**config.mk**
```make
export PLATFORM = sky130hd
export DESIGN_NAME = checked_block_receiver_core
export DESIGN_NICKNAME = d
export VERILOG_FILES = /design/src/sv/crx_pkg.sv /design/src/sv/crx_front.sv /design/src/sv/crx_queue.sv /design/src/sv/crx_back.sv /design/src/sv/checked_block_receiver_core.sv
export SDC_FILE = /design/constraint.sdc
export NUM_CORES = 1
export LEC_CHECK = 0
export BUFFER_PORTS_ARGS = -buffer_cell sky130_fd_sc_hd__buf_2
export CORE_MARGIN = 2
export CORE_UTILIZATION = 28
export DETAILED_ROUTE_END_ITERATION = 12
export SYNTH_ARGS = -nofsm -noshare
export SYNTH_HDL_FRONTEND = slang
export SYNTH_SLANG_ARGS = --single-unit
```
**constraint.sdc**
```tcl
create_clock -name clk -period 15.35 [get_ports clk]
set_input_delay 2.3025 -clock clk [delete_from_list [all_inputs] [get_ports clk]]
set_output_delay 2.3025 -clock clk [all_outputs]
set_load 0.02 [all_outputs]
```
**src/sv/crx_pkg.sv**
```systemverilog
`timescale 1ns / 1ps

package crx_pkg;

  localparam int LENGTH_DIGITS_DEF = 3;
  localparam int SUM_DIGITS_DEF    = 6;
  localparam int BLOCK_DIGITS      = 3;

  // Depth of the queue between the front and the back.
  localparam int QUEUE_DEPTH = 4;

  localparam logic [7:0] START_ESC  = 8'h9b;
  localparam logic [6:0] CHAR_T     = 7'h54;
  localparam logic [6:0] CHAR_Q     = 7'h51;
  localparam logic [6:0] CHAR_ESC   = 7'h1b;
  localparam logic [6:0] CHAR_ZERO  = 7'h30;
  localparam logic [6:0] CHAR_NINE  = 7'h39;
  localparam logic [6:0] TYPE_DATA  = 7'h00;

  localparam logic [2:0] EV_DATA    = 3'd0;
  localparam logic [2:0] EV_OK      = 3'd1;
  localparam logic [2:0] EV_BADSUM  = 3'd2;
  localparam logic [2:0] EV_BADBLK  = 3'd3;
  localparam logic [2:0] EV_FRAME   = 3'd4;
  localparam logic [2:0] EV_TIMEOUT = 3'd5;
  localparam logic [2:0] EV_END     = 3'd6;

  // A received item after classification by the front.
  typedef struct packed {
    logic       err;
    logic       is_start;
    logic       is_digit;
    logic [3:0] digit;
    logic [6:0] b7;
  } crx_item_t;

  // Head of the queue as seen by the back.
  typedef struct packed {
    logic      valid;
    crx_item_t item;
  } crx_head_t;

endpackage

```
**src/sv/crx_front.sv**
```systemverilog
`timescale 1ns / 1ps

module crx_front (
  input  logic              in_valid,
  output logic              in_ready,
  input  logic [7:0]        rx_byte,
  input  logic              rx_error,
  input  logic              queue_full,
  output logic              push,
  output crx_pkg::crx_item_t push_item
);
  import crx_pkg::*;

  logic [6:0] b7;

  assign b7       = rx_byte[6:0];
  assign in_ready = !queue_full;
  assign push     = in_valid && !queue_full;

  always_comb begin
    push_item.err      = rx_error;
    push_item.is_start = (rx_byte == START_ESC);
    push_item.is_digit = (b7 >= CHAR_ZERO) && (b7 <= CHAR_NINE);
    push_item.digit    = 4'(b7 - CHAR_ZERO);
    push_item.b7       = b7;
  end

endmodule

```
**src/sv/crx_queue.sv**
```systemverilog
`timescale 1ns / 1ps

module crx_queue (
  input  logic               clk,
  input  logic               rst,
  input  logic               push,
  input  crx_pkg::crx_item_t push_item,
  output logic               full,
  input  logic               pop,
  output crx_pkg::crx_head_t head
);
  import crx_pkg::*;

  localparam int PtrW = $clog2(QUEUE_DEPTH);
  localparam int CntW = $clog2(QUEUE_DEPTH + 1);

  crx_item_t       mem [QUEUE_DEPTH];
  logic [PtrW-1:0] wr_ptr;
  logic [PtrW-1:0] rd_ptr;
  logic [CntW-1:0] count;
  logic            do_push;
  logic            do_pop;

  assign full       = (count == CntW'(QUEUE_DEPTH));
  assign head.valid = (count != '0);
  assign head.item  = mem[rd_ptr];
  assign do_push    = push && !full;
  assign do_pop     = pop && head.valid;

  always_ff @(posedge clk) begin
    if (do_push) begin
      mem[wr_ptr] <= push_item;
    end
  end

  always_ff @(posedge clk) begin
    if (rst) begin
      wr_ptr <= '0;
      rd_ptr <= '0;
      count  <= '0;
    end else begin
      if (do_push) begin
        wr_ptr <= (wr_ptr == PtrW'(QUEUE_DEPTH - 1)) ? '0 : wr_ptr + 1'b1;
      end
      if (do_pop) begin
        rd_ptr <= (rd_ptr == PtrW'(QUEUE_DEPTH - 1)) ? '0 : rd_ptr + 1'b1;
      end
      if (do_push && !do_pop) begin
        count <= count + 1'b1;
      end else if (do_pop && !do_push) begin
        count <= count - 1'b1;
      end
    end
  end

endmodule

```
**src/sv/crx_back.sv**
```systemverilog
`timescale 1ns / 1ps

module crx_back #(
  parameter int LENGTH_DIGITS = crx_pkg::LENGTH_DIGITS_DEF,
  parameter int SUM_DIGITS    = crx_pkg::SUM_DIGITS_DEF
) (
  input  logic               clk,
  input  logic               rst,
  input  crx_pkg::crx_head_t head,
  output logic               pop,
  output logic               out_valid,
  input  logic               out_ready,
  output logic [2:0]         event_res,
  output logic [6:0]         data_byte,
  output logic [6:0]         header_block,
  output logic [9:0]         block_length
);
  import crx_pkg::*;

  localparam logic [3:0] PH_HUNT = 4'd0;
  localparam logic [3:0] PH_T    = 4'd1;
  localparam logic [3:0] PH_TYPE = 4'd2;
  localparam logic [3:0] PH_QUIT = 4'd3;
  localparam logic [3:0] PH_LEN  = 4'd4;
  localparam logic [3:0] PH_BLK  = 4'd5;
  localparam logic [3:0] PH_DATA = 4'd6;
  localparam logic [3:0] PH_SUM  = 4'd7;
  localparam logic [3:0] PH_HALT = 4'd8;

  logic [3:0]  phase, phase_next;
  logic [9:0]  field_count, field_count_next;
  logic [9:0]  length_value, length_value_next;
  logic [6:0]  remote_block, remote_block_next;
  logic        block_over, block_over_next;
  logic [6:0]  expected_block, expected_block_next;
  logic [16:0] running_sum, running_sum_next;
  logic [19:0] remote_sum, remote_sum_next;
  logic        digits_ended, digits_ended_next;

  logic        take;
  logic        res_valid;
  logic [2:0]  res_event;
  logic [6:0]  res_data;
  logic [10:0] count_inc;
  logic [13:0] len_x10;
  logic [10:0] blk_x10;
  logic [23:0] sum_x10;
  crx_item_t   it;

  assign it   = head.item;
  assign take = head.valid && (!out_valid || out_ready);
  assign pop  = take;

  // Decimal accumulation: value * 10 + digit, by shifts and adds.
  assign count_inc = {1'b0, field_count} + 11'd1;
  assign len_x10   = ({4'b0, length_value} << 3) + ({4'b0, length_value} << 1)
                     + {10'b0, it.digit};
  assign blk_x10   = ({4'b0, remote_block} << 3) + ({4'b0, remote_block} << 1)
                     + {7'b0, it.digit};
  assign sum_x10   = ({4'b0, remote_sum} << 3) + ({4'b0, remote_sum} << 1)
                     + {20'b0, it.digit};

  always_comb begin
    phase_next          = phase;
    field_count_next    = field_count;
    length_value_next   = length_value;
    remote_block_next   = remote_block;
    block_over_next     = block_over;
    expected_block_next = expected_block;
    running_sum_next    = running_sum;
    remote_sum_next     = remote_sum;
    digits_ended_next   = digits_ended;
    res_valid           = 1'b0;
    res_event           = EV_DATA;
    res_data            = '0;

    if (take && phase != PH_HALT) begin
      if (it.err) begin
        phase_next = PH_HALT;
        res_valid  = 1'b1;
        res_event  = EV_TIMEOUT;
      end else begin
        case (phase)
          PH_HUNT: begin
            if (it.is_start) begin
              phase_next = PH_T;
            end
          end
          PH_T: begin
            if (it.b7 == CHAR_T) begin
              phase_next = PH_TYPE;
            end else begin
              phase_next = PH_HALT;
              res_valid  = 1'b1;
              res_event  = EV_FRAME;
            end
          end
          PH_TYPE: begin
            if (it.b7 == TYPE_DATA) begin
              length_value_next = '0;
              remote_block_next = '0;
              block_over_next   = 1'b0;
              running_sum_next  = '0;
              remote_sum_next   = '0;
              field_count_next  = '0;
              digits_ended_next = 1'b0;
              phase_next        = PH_LEN;
            end else if (it.b7 == CHAR_ESC) begin
              phase_next = PH_QUIT;
            end else begin
              phase_next = PH_HUNT;
            end
          end
          PH_QUIT: begin
            if (it.b7 == CHAR_Q) begin
              phase_next = PH_HALT;
              res_valid  = 1'b1;
              res_event  = EV_END;
            end else begin
              phase_next = PH_HUNT;
            end
          end
          PH_LEN: begin
            if (!digits_ended) begin
              if (it.is_digit) begin
                length_value_next = (len_x10 > 14'd1023) ? 10'd1023 : len_x10[9:0];
              end else begin
                digits_ended_next = 1'b1;
              end
            end
            field_count_next = count_inc[9:0];
            if (count_inc >= 11'(LENGTH_DIGITS)) begin
              phase_next        = PH_BLK;
              field_count_next  = '0;
              digits_ended_next = 1'b0;
            end
          end
          PH_BLK: begin
            if (!digits_ended) begin
              if (it.is_digit) begin
                // Once the number reaches 128 it stays out of range.
                if (block_over || blk_x10 >= 11'd128) begin
                  block_over_next   = 1'b1;
                  remote_block_next = '0;
                end else begin
                  remote_block_next = blk_x10[6:0];
                end
              end else begin
                digits_ended_next = 1'b1;
              end
            end
            field_count_next = count_inc[9:0];
            if (count_inc >= 11'(BLOCK_DIGITS)) begin
              phase_next        = (length_value == '0) ? PH_SUM : PH_DATA;
              field_count_next  = '0;
              digits_ended_next = 1'b0;
            end
          end
          PH_DATA: begin
            running_sum_next = running_sum + {10'b0, it.b7};
            field_count_next = count_inc[9:0];
            if (count_inc >= {1'b0, length_value}) begin
              phase_next        = PH_SUM;
              field_count_next  = '0;
              digits_ended_next = 1'b0;
            end
            res_valid = 1'b1;
            res_event = EV_DATA;
            res_data  = it.b7;
          end
          PH_SUM: begin
            if (!digits_ended) begin
              if (it.is_digit) begin
                remote_sum_next = (sum_x10 > 24'hfffff) ? 20'hfffff : sum_x10[19:0];
              end else begin
                digits_ended_next = 1'b1;
              end
            end
            field_count_next = count_inc[9:0];
            if (count_inc >= 11'(SUM_DIGITS)) begin
              field_count_next  = '0;
              digits_ended_next = 1'b0;
              res_valid         = 1'b1;
              if (remote_sum_next != {3'b0, running_sum}) begin
                phase_next = PH_HALT;
                res_event  = EV_BADSUM;
              end else if (block_over || remote_block != expected_block) begin
                phase_next = PH_HALT;
                res_event  = EV_BADBLK;
              end else begin
                expected_block_next = (expected_block == 7'd127) ? 7'd1
                                                                  : expected_block + 7'd1;
                phase_next = PH_HUNT;
                res_event  = EV_OK;
              end
            end
          end
          default: begin
            phase_next = PH_HALT;
          end
        endcase
      end
    end
  end

  always_ff @(posedge clk) begin
    if (rst) begin
      phase          <= PH_HUNT;
      field_count    <= '0;
      length_value   <= '0;
      remote_block   <= '0;
      block_over     <= 1'b0;
      expected_block <= 7'd1;
      running_sum    <= '0;
      remote_sum     <= '0;
      digits_ended   <= 1'b0;
      out_valid      <= 1'b0;
    end else begin
      phase          <= phase_next;
      field_count    <= field_count_next;
      length_value   <= length_value_next;
      remote_block   <= remote_block_next;
      block_over     <= block_over_next;
      expected_block <= expected_block_next;
      running_sum    <= running_sum_next;
      remote_sum     <= remote_sum_next;
      digits_ended   <= digits_ended_next;
      if (take && res_valid) begin
        out_valid <= 1'b1;
      end else if (out_ready) begin
        out_valid <= 1'b0;
      end
    end
  end

  // The header fields shown are those held when the result is produced.
  always_ff @(posedge clk) begin
    if (take && res_valid) begin
      event_res    <= res_event;
      data_byte    <= res_data;
      header_block <= remote_block;
      block_length <= length_value;
    end
  end

endmodule

```
**src/sv/checked_block_receiver_core.sv**
```systemverilog
`timescale 1ns / 1ps

// Channel   Signals                                       Direction
// input     in_valid, in_ready, rx_byte, rx_error         into the block
// output    out_valid, out_ready, event_res, data_byte,   out of the block
//           header_block, block_length
//
// One item per cycle is taken in steady state while the output is not stalled;
// each item passes the queue write, then the state update in the back, before its result.
// Reset clears the queue, the receive state and the output register at once.
// A stalled output stops the back only; the four-entry queue keeps the input
// open until it fills. After a terminal event every item is consumed silently.
module checked_block_receiver_core #(
  parameter int LENGTH_DIGITS = crx_pkg::LENGTH_DIGITS_DEF,
  parameter int SUM_DIGITS    = crx_pkg::SUM_DIGITS_DEF
) (
  input  logic       clk,
  input  logic       rst,
  input  logic       in_valid,
  output logic       in_ready,
  input  logic [7:0] rx_byte,
  input  logic       rx_error,
  output logic       out_valid,
  input  logic       out_ready,
  output logic [2:0] event_res,
  output logic [6:0] data_byte,
  output logic [6:0] header_block,
  output logic [9:0] block_length
);
  import crx_pkg::*;

  logic      queue_full;
  logic      push;
  crx_item_t push_item;
  logic      pop;
  crx_head_t head;

  crx_front u_front (
    .in_valid   (in_valid),
    .in_ready   (in_ready),
    .rx_byte    (rx_byte),
    .rx_error   (rx_error),
    .queue_full (queue_full),
    .push       (push),
    .push_item  (push_item)
  );

  crx_queue u_queue (
    .clk       (clk),
    .rst       (rst),
    .push      (push),
    .push_item (push_item),
    .full      (queue_full),
    .pop       (pop),
    .head      (head)
  );

  crx_back #(
    .LENGTH_DIGITS (LENGTH_DIGITS),
    .SUM_DIGITS    (SUM_DIGITS)
  ) u_back (
    .clk          (clk),
    .rst          (rst),
    .head         (head),
    .pop          (pop),
    .out_valid    (out_valid),
    .out_ready    (out_ready),
    .event_res    (event_res),
    .data_byte    (data_byte),
    .header_block (header_block),
    .block_length (block_length)
  );

endmodule

```
==> results.yml, run 1 <==
cts:
  clock-sinks: 154
  clock_edge_transition_at_the_registers_on_the_reported_setup_and_hold_paths_ps: 70
  cts_setup_buffers: 0
  num_cts_buffers: 17
  post_cts_resize_count: 0
  h_tree_depth: 4
  clock_root_buffer_master: "clkbuf_16"
  holdBufCountCts: 0
  tritoncts: "built"
  worstSkewPairLatency_ps: 430
  ctsLongestPathBuffers: 2
layout:
  instances_no_fill: 1605
  drive_gt1_share_pct: 10.7
  antennaDiodeCount: 0
  areaGrowthSynthToFinish_pct: 12.5
  design.final.nets: 1250
  fin_util_pct: 32.1
critical_path:
  worst_r2r_endpoint: "u_back.expected_block[4]$_SDFFE_PP0P_"
  worst_ep_required_time_ps: 15670
  critical_path.startpoint_type: "flip-flop"
  timing.critical_path.to: "u_back.expected_block[4]$_SDFFE_PP0P_"
  critical_path_arrival_ps: 7190
  cp_num_cells: 15
  critical-path-top-cell-by-count: "or4_4"
  cp_max_fo: 16
  timing.critical_path.max_delay_family: "simple AND/OR/NAND/NOR gates"
  critical-path-max-stage-delay_ps: 750
  worstSetupEndpointType: "flip-flop"
  reg2reg_slack_ps: 8480
  timing.reg2reg.worst_path_depth: 15
  slowest_stage: "mux4_2"
  cp.buffers_inverters: 0
  worstSetupPathType: "reg -> reg"
  crit_chain: "mux4_2 > ha_1 > ha_1 > fa_1 > a21o_1 > a221oi_4 > nor3_1 > or4_4 > a211oi_2 > nand3_1 > o32ai_1 > nand4_1 > or4_4 > or4_4 > mux2_4"
detailed_routing:
  wl_met2_mm: 11.9
  drt_via_density: 5.24
  drt_pre_antenna_iters: 6
  wirelength_mm: 26.0
  drt-met1-wl_mm: 12.3
  first_iter_violations: 618
  met3WireLength_mm: 1.25
  drcViolationCount: 0
  antenna_violating_nets_post_route: 0
  top_layer_used_by_detailed_routing: "met4"
  via_count: 8404
  wl_per_cell_um: 16.2
power:
  power.density_cell_area_mw_per_mm2: 126
  power.leakage_nw: 4.66
  max-vdd-ir-drop_v: 0.0000972
sta:
  fmax_mhz: 146
  grt_setup_unrepaired: "false"
  min_period_over_period_pct: 44.8
  tightest_slew_ps: 936
  worst_slew_margin_rel_pct: 37.6
  clock-skew-final_ps: 15.7
  hold_viol_final: 0
  setup_violations: 0
  fin_crit_ps: 6870
  setup_tns_ps: 0
  report.final.slew_viol_count: 0
floorplan:
  core-area_mm2: 0.0357
  row_count: 69
  start_util_pct: 28.5
  dieArea_mm2: 0.0379
  chipWidth_um: 195
  die_height_um: 195
  ioPinCount: 42
logic_synthesis:
  syn_inst: 1105
  synth_top_area_cell: "edfxtp_1"
  synth_commonest_cells: "nor2_1, ha_1, a21oi_1, dfxtp_1, nand2_1"
  postSynth.topFlopCell: "dfxtp_1"
  cell_with_the_most_instances_after_synthesis: "nor2_1"
  synth_sequential_area_ratio_pct: 36.8
  synth-seq-cells: 154
  cell_area_after_technology_mapping_mm2: 0.0102
  synth-warning-count: 0
  syn-num-nets: 1224
  edff_count_synth: 67
  yosys.area.top_type_share_pct: 19.7
  synth_async_sr_flop_share_pct: 0
  synthDistinctLibCells: 81
  post_synth_main_area_contributors: "edfxtp_1, dfxtp_1, ha_1, nor2_1, a21oi_1"
  average_instance_area_after_synthesis_um2: 9.22
placement:
  buffers_on_ports: 41
  place.detailed.hpwl_mm: 19.1
  gp_congestion: 0.904
  place_inst: 1573
job:
  max-cap-violations: 0
global_route:
  grt.overflow.total: 0
  wire_length_of_the_first_global_routing_pass_mm: 42.7
  grt_pass1_vias: 8254
  overall_routing_resource_usage_pct: 13.9
  grt_antenna_before_repair: 0
  grt_start_max_net_pins: 80
worst_hold_path:
  hold_path_class: "reg -> reg"
run_status:
  status: "completed"
==> worst min-delay path, stage by stage (launching register included) <==
cell and delay [ps]:
dfxtp_1 310, o21ai_0 70, a21oi_1 60
==> flip-flops by register name, indices dropped and copies added, names as in the netlist, 2 cells and up, named ones only <==
name	count
u_back.field_count	10
u_back.event_res	3
u_back.phase	4
u_queue.mem	40
u_back.expected_block	7
u_back.running_sum	17
u_queue.wr_ptr	2
u_back.header_block	7
u_back.remote_block	7
u_back.remote_sum	20
u_back.data_byte	7
u_back.block_length	10
u_queue.count	3
u_queue.rd_ptr	2
u_back.length_value	10
==> power breakdown <==
group | switching (mW) | internal, mW
Sequential | 0.0318 | 0.489
Combinational | 0.317 | 0.170
Clock | 0.187 | 0.251
==> per-layer routing <==
| metal | vias up | global-route usage (%) |
|---|---|---|
| met5 | - | 0 |
| li1 | 4117 | - |
| met2 | 204 | 22.3 |
| met4 | 0 | 4.38 |
| met3 | 35 | 2.50 |
| met1 | 4048 | 19.0 |
==> kinds of logic after synthesis <==
kind of cell               after synthesis  share of synthesized area, %
DFF                                    154                          36.8
buffers and inverters                   94                          3.67
and+or+nand+nor                        388                          18.9
AOI/OAI and AO/OA                      272                          17.2
xor gates and xnor gates                57                          5.08
adders and majority gates              106                          13.6
muxes                                   34                          4.71
==> cells in the final DEF (no fill, tap or decap), types with 6 or more instances in the layout <==
master	instances
a211oi_1	6
xor2_1	21
nand2_1	74
nor2b_1	17
a21o_1	18
mux2i_1	15
a21oi_1	90
nand2b_1	14
xnor2_1	35
or3_1	9
ha_1	98
fa_1	8
buf_2	41
mux2_2	7
o21ai_0	67
clkbuf_16	19
nor2_1	135
a31oi_1	13
dfxtp_1	87
nor3_1	21
inv_1	53
nor4_1	17
edfxtp_1	67
o211ai_1	6
a22oi_1	6
buf_4	7
and2_1	13
and3_1	16
nand3_1	23
nand4_1	18
mux4_2	10
==> final cells by class <==
type	instances	area (um2)
sequential	154	3750
timing repair buffer	48	258
fill	3716	24300
clock buffer	21	487
inverter	53	199
tap	461	577
clock inverter	11	123
multi-input combinational	857	6070
==> per-stage QoR <==
stage	setup WS [ps]	hold WS, ps	cell area, um2	total power, mW
2_1_floorplan	9450	456	10200	0.869
3_3_place_gp	8660	473	10900	1.00
3_5_place_dp	8530	475	10900	1.01
4_1_cts	8500	485	11500	1.45
5_1_grt	8060	527	11500	1.52
6_report	8480	483	11500	1.45
==> worst min-delay path by stage <==
stage / start / to / slack, ps / cells after the start
finish: u_back.running_sum[12]$_SDFFE_PP0P_ / u_back.running_sum[12]$_SDFFE_PP0P_ / 480 / 2
global route: u_back.running_sum[12]$_SDFFE_PP0P_ / u_back.running_sum[12]$_SDFFE_PP0P_ / 530 / 2
CTS: u_back.running_sum[12]$_SDFFE_PP0P_ / u_back.running_sum[12]$_SDFFE_PP0P_ / 480 / 2
detailed placement: u_back.running_sum[12]$_SDFFE_PP0P_ / u_back.running_sum[12]$_SDFFE_PP0P_ / 470 / 2
global placement: u_back.running_sum[0]$_SDFFE_PP0P_ / u_back.running_sum[0]$_SDFFE_PP0P_ / 470 / 2
floorplan: u_back.running_sum[12]$_SDFFE_PP0P_ / u_back.running_sum[12]$_SDFFE_PP0P_ / 460 / 2
Power figures use the tool's default switching activity.
==> inputs of run 2 (changes only) <==
--- a/config.mk
+++ b/config.mk
@@ -5,6 +5,7 @@
 export SDC_FILE = /design/constraint.sdc
 export NUM_CORES = 1
 export LEC_CHECK = 0
+export ABC_AREA = 1
 export BUFFER_PORTS_ARGS = -buffer_cell sky130_fd_sc_hd__buf_2
 export CORE_MARGIN = 2
 export CORE_UTILIZATION = 28
==> constraint.sdc (replaced) <==
create_clock -name clk -period 6.93 [get_ports clk]
set_input_delay 1.0395 -clock clk [delete_from_list [all_inputs] [get_ports clk]]
set_output_delay 1.0395 -clock clk [all_outputs]
set_load 0.02 [all_outputs]
==> run 2 against run 1 <==
Net effect: synthesized cell count is 29% higher; wire length is 3.9% higher; power grew to 2.6 times the previous value; highest routed layer unchanged; combinational power grew to 3.3 times the previous value; non-clock buffer count is 2 lower; synthesized area is 4.2% higher; critical path type unchanged; sequential power is 130% higher.
==> results.yml, run 2 <==
logic_synthesis:
  postSynth.topFlopCell: "dfxtp_1"
  edff_count_synth: 67
  syn-num-nets: 1544
  cell_area_after_technology_mapping_mm2: 0.0106
  synth_top_area_cell: "edfxtp_1"
  synth-compound-area-share_pct: 10.7
  post_synth_main_area_contributors: "edfxtp_1, dfxtp_1, nand2_1, ha_1, inv_1"
  cell_with_the_most_instances_after_synthesis: "nand2_1"
  average_instance_area_after_synthesis_um2: 7.46
  synth_async_sr_flop_share_pct: 0
  synth_sequential_area_ratio_pct: 35.3
  multiplexer_share_of_the_synthesized_area_pct: 0
  synth_top_family_by_area: "simple AND/OR/NAND/NOR gates"
  synth-seq-cells: 154
  yosys.area.top_type_share_pct: 18.9
  syn_inst: 1425
  adder_and_majority_cell_fraction_of_the_synthesized_area_pct: 13.0
  synth-warning-count: 0
  simple_gate_share_of_the_synthesized_area_pct: 30.0
  synth_xor_area_share_pct: 2.72
  synth_commonest_cells: "nand2_1, inv_1, nor2_1, a21oi_1, nand3_1"
  synthDistinctLibCells: 52
detailed_routing:
  first_iter_violations: 580
  wl_per_cell_um: 13.6
  drt_pre_antenna_iters: 7
  wirelength_mm: 27.0
  via_count: 9301
  drt_via_density: 4.68
  antenna_violating_nets_post_route: 0
  drcViolationCount: 0
power:
  power.density_cell_area_mw_per_mm2: 316
  max-vdd-ir-drop_v: 0.000196
  total_power_mw: 3.78
  power.leakage_nw: 5.52
sta:
  worst_slew_margin_rel_pct: 30.6
  grt_setup_unrepaired: "false"
  fin_hold_ws_ps: 481
  tightest_slew_ps: 1040
  clock-skew-final_ps: 8.97
  fin_crit_ps: 5670
  hold_viol_final: 0
  report.final.slew_viol_count: 0
  setup_violations: 0
  setup_ws_ps: 1260
  fmax_mhz: 176
  setup_tns_ps: 0
  min_period_over_period_pct: 81.9
floorplan:
  start_util_pct: 28.3
  dieArea_mm2: 0.0395
  core-area_mm2: 0.0375
  chipWidth_um: 199
  die_height_um: 199
  ioPinCount: 42
  row_count: 71
global_route:
  grt-busiest-layer: "met2"
  grt.overflow.total: 0
  grt_start_max_net_pins: 59
  grt_pass1_vias: 8991
  global_route.usage.met2_pct: 23.1
  overall_routing_resource_usage_pct: 14.0
  global_route.usage.met1_pct: 19.2
  grt_antenna_before_repair: 0
  wire_length_of_the_first_global_routing_pass_mm: 44.7
  globalRouteMet3Util_pct: 2.12
critical_path:
  worstSetupPathType: "reg -> reg"
  slowest_stage: "dfxtp_1"
  worstSetupEndpointType: "flip-flop"
  critical-path-max-stage-delay_ps: 930
  critical_path.startpoint_type: "flip-flop"
  critical-path-top-cell-by-count: "nand2_1"
  critical_path_arrival_ps: 5960
  cp_max_fo: 27
  worst_ep_required_time_ps: 7210
layout:
  antennaDiodeCount: 0
  layout_commonest_cell: "nand2_1"
  final_cell_mix: "nand2_1, inv_1, nor2_1"
  final_area_mm2: 0.0119
  reg_top3: "u_queue.mem: 40 flops, u_back.remote_sum: 20 flops, u_back.running_sum: 17 flops"
  design.final.nets: 1582
  largest-register: "u_queue.mem"
  largest_register_ffs: 40
  multi_input_comb_area_mm2: 0.00600
  regArea_mm2: 0.00375
  areaGrowthSynthToFinish_pct: 12.5
  fin_util_pct: 31.9
  drive_gt1_share_pct: 10.0
  instances_no_fill: 1987
  fillerInstances: 4040
cts:
  holdBufCountCts: 0
  ctsLongestPathBuffers: 2
  num_cts_buffers: 17
  clock_root_buffer_master: "clkbuf_16"
  worstSkewPairLatency_ps: 440
  clock-sinks: 154
  cts_setup_buffers: 0
  clock_edge_transition_at_the_registers_on_the_reported_setup_and_hold_paths_ps: 70
  tritoncts: "built"
  h_tree_depth: 4
  post_cts_resize_count: 0
placement:
  buffers_on_ports: 41
  place_inst: 1955
  gp_congestion: 0.870
  place.detailed.hpwl_mm: 20.3
  post_dp_cell_area_mm2: 0.0114
  placement.setup.worst_slack_ps: 1340
job:
  max-cap-violations: 0
run_status:
  status: "completed"
worst_hold_path:
  hold_path_class: "reg -> reg"
-- run 2: cell types whose count changed in the layout (fill, tap and decap cells not counted), moves of 17 or more --
cell and delta:
nand3_1 +81, o21ai_0 -39, a21o_1 -17, xnor2_1 -29
nor2b_1 -17, inv_1 +123, a21oi_1 +27, nand2_1 +291
-- run 2: final timing paths --
kind                                                         endpoint  slack (ps)  cells after the start                           start
worst max register to register  u_back.expected_block[3]$_SDFFE_PP0P_        1260                     28                       flip-flop
worst min register to register         u_back.block_over$_SDFFE_PP0P_         480                      2  u_back.block_over$_SDFFE_PP0P_
worst min-delay path                   u_back.block_over$_SDFFE_PP0P_         480                      2  u_back.block_over$_SDFFE_PP0P_
worst max-delay path            u_back.expected_block[3]$_SDFFE_PP0P_        1260                     28                       flip-flop
-- run 2: routing by layer --
layer | part of all wire [%] | wire length, um
met5 | 0 | 0
met2 | 46 | 12300
met4 | 1.2 | 313
met3 | 4.5 | 1220
met1 | 49 | 13100
-- run 2: cell families after synthesis --
logic type	Yosys count
compound gates	200
buf+inv	216
simple gates	716
xor+xnor	33
flops	154
fa+ha+maj	106
-- run 2: area by class of cell --
class | count | area share, %
multi-input cells | 1055 | 50.2
flip-flops and latches | 154 | 31.4
inverters | 189 | 5.96
well taps | 511 | 5.35
clock buffers | 17 | 3.56
repair buffers | 46 | 2.03
clock inverters | 15 | 1.45
-- run 2: critical path, delay by kind of cell, from the launching register on --
kind | cells | cell delay (ps)
AOI/OAI and AO/OA | 1 | 70
buffers and inverters | 2 | 380
and+or+nand+nor | 22 | 3100
adders and majority gates | 3 | 1010
DFF | 1 | 930
-- run 2: power by group --
part           switching, mW  leakage, nW  internal (mW)  total (mW)
logic                   1.12         3.90          0.503        1.63
registers             0.0915         1.33           1.11        1.21
clock network          0.454        0.291          0.488       0.943
==> inputs of run 3 (changes only) <==
==> constraint.sdc (replaced) <==
create_clock -name clk -period 5.82 [get_ports clk]
set_input_delay 0.873 -clock clk [delete_from_list [all_inputs] [get_ports clk]]
set_output_delay 0.873 -clock clk [all_outputs]
set_load 0.02 [all_outputs]
==> run 3 against run 2 <==
Net effect: setup slack got worse by 76 ps; global-route usage increased by 0.15 points; hold slack improved by 2.2 ps; first-iteration DRC count decreased by 3.6%; wire length increased by 0.84%; power increased by 18%; cell area about the same; clock-buffer cell count unchanged; non-clock buffer count increased by 2; combinational power increased by 18%; die area unchanged.
==> results.yml, run 3 (synthesis gave the netlist of run 2 again) <==
sta:
  fmax_mhz: 215
  fin_crit_ps: 4640
  setup_tns_ps: 0
  worst_slew_margin_rel_pct: 34.0
  report.final.slew_viol_count: 0
  fin_hold_ws_ps: 483
  tightest_slew_ps: 987
  clock-skew-final_ps: 10.1
  grt_setup_unrepaired: "false"
  min_period_over_period_pct: 79.7
  setup_violations: 0
  hold_viol_final: 0
global_route:
  grt-busiest-layer: "met2"
  grt_antenna_before_repair: 0
  global_route.usage.met1_pct: 19.6
  wire_length_of_the_first_global_routing_pass_mm: 45.0
  grt_pass1_vias: 9053
  grt_start_max_net_pins: 59
  overall_routing_resource_usage_pct: 14.2
  globalRouteMet3Util_pct: 2.24
  global_route.usage.met2_pct: 23.1
  grt.overflow.total: 0
layout:
  areaGrowthSynthToFinish_pct: 12.5
  instances_no_fill: 1989
  largest-register: "u_queue.mem"
  final_area_mm2: 0.0120
  antennaDiodeCount: 0
  reg_top3: "u_queue.mem: 40 flops, u_back.remote_sum: 20 flops, u_back.running_sum: 17 flops"
  fin_util_pct: 31.9
  fillerInstances: 4015
  design.final.nets: 1584
  drive_gt1_share_pct: 10.1
  final_cell_mix: "nand2_1, inv_1, nor2_1"
  layout_commonest_cell: "nand2_1"
  largest_register_ffs: 40
detailed_routing:
  first_iter_violations: 559
  drt_pre_antenna_iters: 5
  drt_via_density: 4.70
  wirelength_mm: 27.2
  wl_per_cell_um: 13.7
  via_count: 9347
  drcViolationCount: 0
  antenna_violating_nets_post_route: 0
placement:
  gp_congestion: 0.897
  place.detailed.hpwl_mm: 20.8
  place_inst: 1957
  buffers_on_ports: 41
  post_dp_cell_area_mm2: 0.0114
critical_path:
  critical-path-max-stage-delay_ps: 560
  critical_path.startpoint_type: "flip-flop"
  worstSetupEndpointType: "flip-flop"
  worstSetupPathType: "reg -> reg"
  worst_ep_required_time_ps: 6140
  critical-path-top-cell-by-count: "nand3_1"
  cp_max_fo: 20
  critical_path_arrival_ps: 4960
  slowest_stage: "dfxtp_1"
cts:
  clock_root_buffer_master: "clkbuf_16"
  post_cts_resize_count: 0
  ctsLongestPathBuffers: 2
  worstSkewPairLatency_ps: 430
  h_tree_depth: 4
  num_cts_buffers: 17
  tritoncts: "built"
  clock-sinks: 154
  holdBufCountCts: 0
  cts_setup_buffers: 0
  clock_edge_transition_at_the_registers_on_the_reported_setup_and_hold_paths_ps: 60
worst_hold_path:
  min-delay-start: "u_back.block_over$_SDFFE_PP0P_"
  hold_path_class: "reg -> reg"
floorplan:
  ioPinCount: 42
  chipWidth_um: 199
  dieArea_mm2: 0.0395
  start_util_pct: 28.3
  die_height_um: 199
  core-area_mm2: 0.0375
  row_count: 71
power:
  max-vdd-ir-drop_v: 0.000222
  power.density_cell_area_mw_per_mm2: 374
  power.leakage_nw: 5.52
run_status:
  status: "completed"
job:
  max-cap-violations: 0
run 3: worst paths after layout:
check / endpoint / slack (ps) / cells past startpoint
setup reg to reg: u_back.expected_block[6]$_SDFFE_PP0P_ / 1180 / 27
hold reg to reg: u_back.block_over$_SDFFE_PP0P_ / 480 / 2
hold / removal: u_back.block_over$_SDFFE_PP0P_ / 480 / 2
setup / recovery: u_back.expected_block[6]$_SDFFE_PP0P_ / 1180 / 27
run 3: worst max-delay path: cells and delay by family, from the launching register on:
| family | cells | cell delay [ps] |
|---|---|---|
| buffers and inverters | 3 | 640 |
| and+or+nand+nor | 21 | 2300 |
| DFF | 1 | 560 |
| adders and majority gates | 3 | 1010 |
run 3: report_power, final:
group	internal (mW)	leakage (nW)	switching (mW)
Combinational	0.602	3.91	1.33
Clock	0.639	0.283	0.485
Sequential	1.33	1.33	0.0891
run 3: layer usage:
layer  vias to the layer above  share of wire, %  wire (um)
met2                       185                44      12000
met4                         0               1.4        388
met5                         -                 0          0
met3                        35               4.5       1230
li1                       4790                 -          -
met1                      4337                50      13500
run 3: layout make-up:
type                    count  area [um2]  area share, %
repair buffers             48         258           2.16
clock buffers              17         425           3.56
multi-input cells        1055        6000           50.2
inverters                 189         712           5.96
clock inverters            15         163           1.36
flip-flops and latches    154        3750           31.4
well taps                 511         639           5.35
run 3: through the flow:
step / worst slack, ps / power, mW
after global placement: 1300 / 3.34
final: 1180 / 4.47
after CTS: 1170 / 4.50
after detailed placement: 1180 / 3.37
after global routing: 692 / 4.82
after floorplan: 2050 / 2.87
